--- src/sv/bucketed_window_rate_meter_defines.svh ---
// Assertion macros for the rate meter.
`ifndef BUCKETED_WINDOW_RATE_METER_DEFINES_SVH
`define BUCKETED_WINDOW_RATE_METER_DEFINES_SVH
`ifndef SYNTHESIS
`define BWRM_ASSERT_SAME(lbl, ante, cons) \
   lbl: assert property (@(posedge clock) disable iff (reset) (ante) |-> (cons)) \
      else $error("rate meter assertion failed");
`define BWRM_ASSERT_NEXT(lbl, ante, cons) \
   lbl: assert property (@(posedge clock) disable iff (reset) (ante) |=> (cons)) \
      else $error("rate meter assertion failed");
`else
`define BWRM_ASSERT_SAME(lbl, ante, cons)
`define BWRM_ASSERT_NEXT(lbl, ante, cons)
`endif
`endif

--- src/sv/bwrm_pkg.sv ---
package bwrm_pkg;

   localparam int unsigned MAX_BUCKETS_DEF = 64;

   localparam int unsigned TIME_W     = 48;
   localparam int unsigned INTERVAL_W = 16;
   localparam int unsigned ACTIVE_W   = 7;
   localparam int unsigned COUNT_W    = 32;
   localparam int unsigned WCOUNT_W   = 38;
   localparam int unsigned RATE_W     = 48;
   localparam int unsigned CSR_IDX_W  = 2;
   localparam int unsigned REQ_DATA_W = 48;
   localparam int unsigned RSP_DATA_W = 88;
   localparam int unsigned RSP_PAD_W  = RSP_DATA_W - WCOUNT_W - RATE_W;

   localparam int unsigned MS_PER_SEC = 1000;
   localparam int unsigned SCALE_W    = 10;
   localparam int unsigned FRAC_BITS  = 8;

   localparam logic [INTERVAL_W-1:0] INTERVAL_RST = 16'd100;
   localparam logic [ACTIVE_W-1:0]   ACTIVE_RST   = 7'd10;

   localparam logic [CSR_IDX_W-1:0] REG_INTERVAL = 2'd0;
   localparam logic [CSR_IDX_W-1:0] REG_ACTIVE   = 2'd1;

   localparam logic REQ_RECORD = 1'b0;
   localparam logic REQ_QUERY  = 1'b1;

   typedef logic [1:0] div_sel_type;
   localparam div_sel_type DSEL_TIME = 2'd0;
   localparam div_sel_type DSEL_SLOT = 2'd1;
   localparam div_sel_type DSEL_RATE = 2'd2;

   typedef struct packed {
      logic        load_req;
      logic        div_start;
      div_sel_type div_sel;
      logic        id_load;
      logic        slot_load;
      logic        mem_read;
      logic        mem_write;
      logic        scan_clear;
      logic        scan_step;
      logic        prod_load;
      logic        rate_load;
      logic        out_load;
   } cmd_type;

   typedef struct packed {
      logic is_query;
      logic div_done;
      logic scan_done;
      logic rsp_busy;
   } sts_type;

   function automatic int unsigned idx_w(int unsigned mb);
      return $clog2(mb);
   endfunction

   function automatic int unsigned act_w(int unsigned mb);
      return $clog2(mb + 1);
   endfunction

   function automatic int unsigned sum_w(int unsigned mb);
      return COUNT_W + idx_w(mb);
   endfunction

   function automatic int unsigned num_w(int unsigned mb);
      return sum_w(mb) + SCALE_W + FRAC_BITS;
   endfunction

   function automatic int unsigned dvd_w(int unsigned mb);
      return (num_w(mb) > TIME_W) ? num_w(mb) : TIME_W;
   endfunction

   function automatic int unsigned dvs_w(int unsigned mb);
      return INTERVAL_W + act_w(mb);
   endfunction

endpackage

--- src/sv/bwrm_ctrl.sv ---
module bwrm_ctrl
   import bwrm_pkg::*;
(
   input  logic    clock,
   input  logic    reset,
   input  logic    req_tvalid,
   output logic    req_tready,
   input  sts_type sts,
   output cmd_type cmd
);

   localparam logic [3:0] S_IDLE     = 4'd0;
   localparam logic [3:0] S_DIV_ID   = 4'd1;
   localparam logic [3:0] S_DIV_SLOT = 4'd2;
   localparam logic [3:0] S_RD       = 4'd3;
   localparam logic [3:0] S_UPD      = 4'd4;
   localparam logic [3:0] S_SCAN     = 4'd5;
   localparam logic [3:0] S_MUL      = 4'd6;
   localparam logic [3:0] S_RSTART   = 4'd7;
   localparam logic [3:0] S_DIV_RATE = 4'd8;
   localparam logic [3:0] S_OUT      = 4'd9;

   logic [3:0] state_ff, state_in;

   always_comb begin
      cmd        = '0;
      req_tready = 1'b0;
      state_in   = state_ff;
      unique case (state_ff)
         S_IDLE: begin
            req_tready = 1'b1;
            if (req_tvalid) begin
               cmd.load_req  = 1'b1;
               cmd.div_start = 1'b1;
               cmd.div_sel   = DSEL_TIME;
               state_in      = S_DIV_ID;
            end
         end
         S_DIV_ID: begin
            if (sts.div_done) begin
               cmd.id_load = 1'b1;
               if (sts.is_query) begin
                  cmd.scan_clear = 1'b1;
                  state_in       = S_SCAN;
               end else begin
                  cmd.div_start = 1'b1;
                  cmd.div_sel   = DSEL_SLOT;
                  state_in      = S_DIV_SLOT;
               end
            end
         end
         S_DIV_SLOT: begin
            if (sts.div_done) begin
               cmd.slot_load = 1'b1;
               state_in      = S_RD;
            end
         end
         S_RD: begin
            cmd.mem_read = 1'b1;
            state_in     = S_UPD;
         end
         S_UPD: begin
            cmd.mem_write = 1'b1;
            state_in      = S_IDLE;
         end
         S_SCAN: begin
            cmd.scan_step = 1'b1;
            if (sts.scan_done) begin
               state_in = S_MUL;
            end
         end
         S_MUL: begin
            cmd.prod_load = 1'b1;
            state_in      = S_RSTART;
         end
         S_RSTART: begin
            cmd.div_start = 1'b1;
            cmd.div_sel   = DSEL_RATE;
            state_in      = S_DIV_RATE;
         end
         S_DIV_RATE: begin
            if (sts.div_done) begin
               cmd.rate_load = 1'b1;
               state_in      = S_OUT;
            end
         end
         S_OUT: begin
            if (!sts.rsp_busy) begin
               cmd.out_load = 1'b1;
               state_in     = S_IDLE;
            end
         end
         default: begin
            state_in = S_IDLE;
         end
      endcase
   end

   always_ff @(posedge clock) begin
      if (reset) begin
         state_ff <= S_IDLE;
      end else begin
         state_ff <= state_in;
      end
   end

endmodule

--- config.mk ---
export PLATFORM = sky130hd
export DESIGN_NAME = bwrm_ctrl
export DESIGN_NICKNAME = d
export VERILOG_FILES = /design/src/sv/bucketed_window_rate_meter_defines.svh /design/src/sv/bwrm_pkg.sv /design/src/sv/bwrm_ctrl.sv
export SDC_FILE = /design/constraint.sdc
export NUM_CORES = 1
export LEC_CHECK = 0
export BUFFER_PORTS_ARGS = -buffer_cell sky130_fd_sc_hd__buf_2
export CELL_PAD_IN_SITES_DETAIL_PLACEMENT = 1
export CELL_PAD_IN_SITES_GLOBAL_PLACEMENT = 2
export CORE_MARGIN = 2
export CORE_UTILIZATION = 25
export CTS_BUF_LIST = sky130_fd_sc_hd__clkbuf_8
export CTS_CLUSTER_SIZE = 25
export DETAILED_ROUTE_END_ITERATION = 10
export PLACE_DENSITY_LB_ADDON = 0.2
export SYNTH_ARGS = -nofsm -noshare
export SYNTH_HDL_FRONTEND = slang
export SYNTH_SLANG_ARGS = --single-unit
--- constraint.sdc ---
create_clock -name clock -period 4.3 [get_ports clock]
set_clock_uncertainty 0.1 [all_clocks]
set_input_delay 0.86 -clock clock [delete_from_list [all_inputs] [get_ports clock]]
set_output_delay 0.86 -clock clock [all_outputs]
set_load 0.01 [all_outputs]
==> metrics.txt <==
clock latency on the worst-skew pair around 0.22 ns; Slew @ Worst Pin 0.440 ns; synth top area cells dfxtp_1 19%, nand2b_1 8.8%, nor2_1 7.1%; Area after DPL 527 um^2; post-CTS sizing 0; CP Data Required Time 3.34 ns; Rows 14; Die ar. 2050 um^2; period utilization approximately two thirds; CP Max Fanout 4; Clock Path Buffers 2; port bufs 20; synthesized instance count 60; Peak VDD IR approximately 0.13 mV; core area ~1600 um^2; # diodes 0; Hold Fails Final Rpt 0; root cell of the clock tree clkbuf_8; status complete, no violations; Global Route Usage Sum 13.3%; Setup violations, final 0; post-synth top area cell dfxtp_1; Yosys cell types 28; critical path type input port to primary output; vias in the first global route 448; Congestion Overflow GR 0; Crit. End Element primary output; H-tree Lvls 1; P per Cell Area roughly 500 nW/um^2; Synth Area per Inst a little over 7 um^2; max_cap viols 0; Worst-path clk slew 0.03 ns; Final nets slightly below 90; hpwl dp approximately 970 um; 1st-iter DRT viols 2; setup TNS 0 ns; Reg with most FFs state_ff; fin crit period slightly below 3 ns; Routed Antenna Nets 0; CP arrival between 1.5 and 2 ns; Layout area overhead 33.5%; Initial Utilization a little over a quarter; DRT Pass-1 Iters 2; final WL 1280 um; CTS Buf Count 3; max-slew violations 0; IO Count 21; RSZ-0062 raised after global routing no; most common cell after layout, fill and taps aside buf_2; share of the synthesized area in the top cell type 18.8%; Yosys warnings 0; gpl congestion ~0.7; first-pass GRT wire length about 2000 um; post-CTS setup buffers 0; Slew HR slightly above 70%; synthesized flop and latch total 4; Cells after DPL 92; initial antenna violation count 0; crit path launch type input port; Die W approximately 45 um; non-filler cells in the finished layout 95; Sink Count 4; max reg flops 4; Vias slightly below 500; CTS tree yes; drt drc 0; top flop regs state_ff (4); post-synthesis sequential area ratio about a fifth; fmax between 0.3 and 0.4 GHz; die height around 45 um; Min-Delay Path Class flop to flop; synthesized area approximately 430 um^2; most frequent cells in the layout 20 x buf_2, 8 x nor2_1, 6 x nand2b_1; share of cells above drive strength 1 between 30% and 40%; Leak Pwr between 0.0002 and 0.0003 uW; syn nets 67; largest net degree at the start of global routing 15; design area about 570 um^2; WL/cell between 10 and 15 um; Via density just over 5; hold_buf cts 0
[path summary, 6_finish.rpt]
kind                                   from     endpoint  slack (ns)  cells past startpoint
worst max-delay path                 sts[2]      cmd[11]        1.42                      6
worst min-delay path            state_ff[2]  state_ff[2]        0.58                      2
worst max register to register  state_ff[0]  state_ff[0]        2.47                      4
worst min register to register  state_ff[2]  state_ff[2]        0.58                      2
[cell families after synthesis]
logic type | after synthesis | synth area share [%]
DFF | 4 | 18.8
xor gates and xnor gates | 1 | 2.06
buffers and inverters | 7 | 7.06
AOI/OAI and AO/OA | 13 | 26.2
and+or+nand+nor | 35 | 45.9
[synth_stat cells (all sizes together)]
cell     count
or2          2
nor3         4
o2111ai      1
o41ai        1
or3          2
inv          3
clkbuf       1
xnor2        1
and2         2
nand3b       2
nor2         8
nor2b        2
a21oi        2
buf          3
a21boi       1
o21ai        3
nor4         2
nand3        1
nand4b       1
nand2        3
nand2b       6
o22ai        3
a2111oi      1
dfxtp        4
o32ai        1
[worst max-delay path, stage by stage]
cell and delay (ns):
buf_2 0.08, inv_1 0.07, or3_1 0.33, or2_1 0.26
o22ai_1 0.16, buf_2 0.15
[stage by stage]
step / power, uW / utilization, % / hold slack, ns / worst slack, ns
floorplan: 168 / - / 0.522 / 1.64
global placement: 208 / 33.8 / 0.573 / 1.46
detailed placement: 209 / 33.8 / 0.576 / 1.41
CTS: 290 / 36.4 / 0.583 / 1.41
global route: 308 / 36.4 / 0.628 / 1.34
finish: 287 / 36.4 / 0.581 / 1.42
[cell type report]
type | count | area (um^2)
clock buffers | 3 | 41.3
fillers | 216 | 991
multi-input cells | 49 | 315
well taps | 16 | 20.0
flip-flops and latches | 4 | 80.1
repair buffers | 20 | 100
inverters | 3 | 11.3
[power by group]
part           total [uW]  switching, uW  internal (uW)
registers            70.2           25.4           44.8
logic                 136           76.6           59.5
clock network        80.5           20.7           59.8
total                 287            123            164
[metal layers]
metal	track usage (%)	wire length, um	up-vias
li1	-	-	255
met2	22.9	615	13
met1	15.9	586	216
met5	0	0	-
met4	5.29	16	0
met3	2.80	60	2
Power figures use the tool's default switching activity.
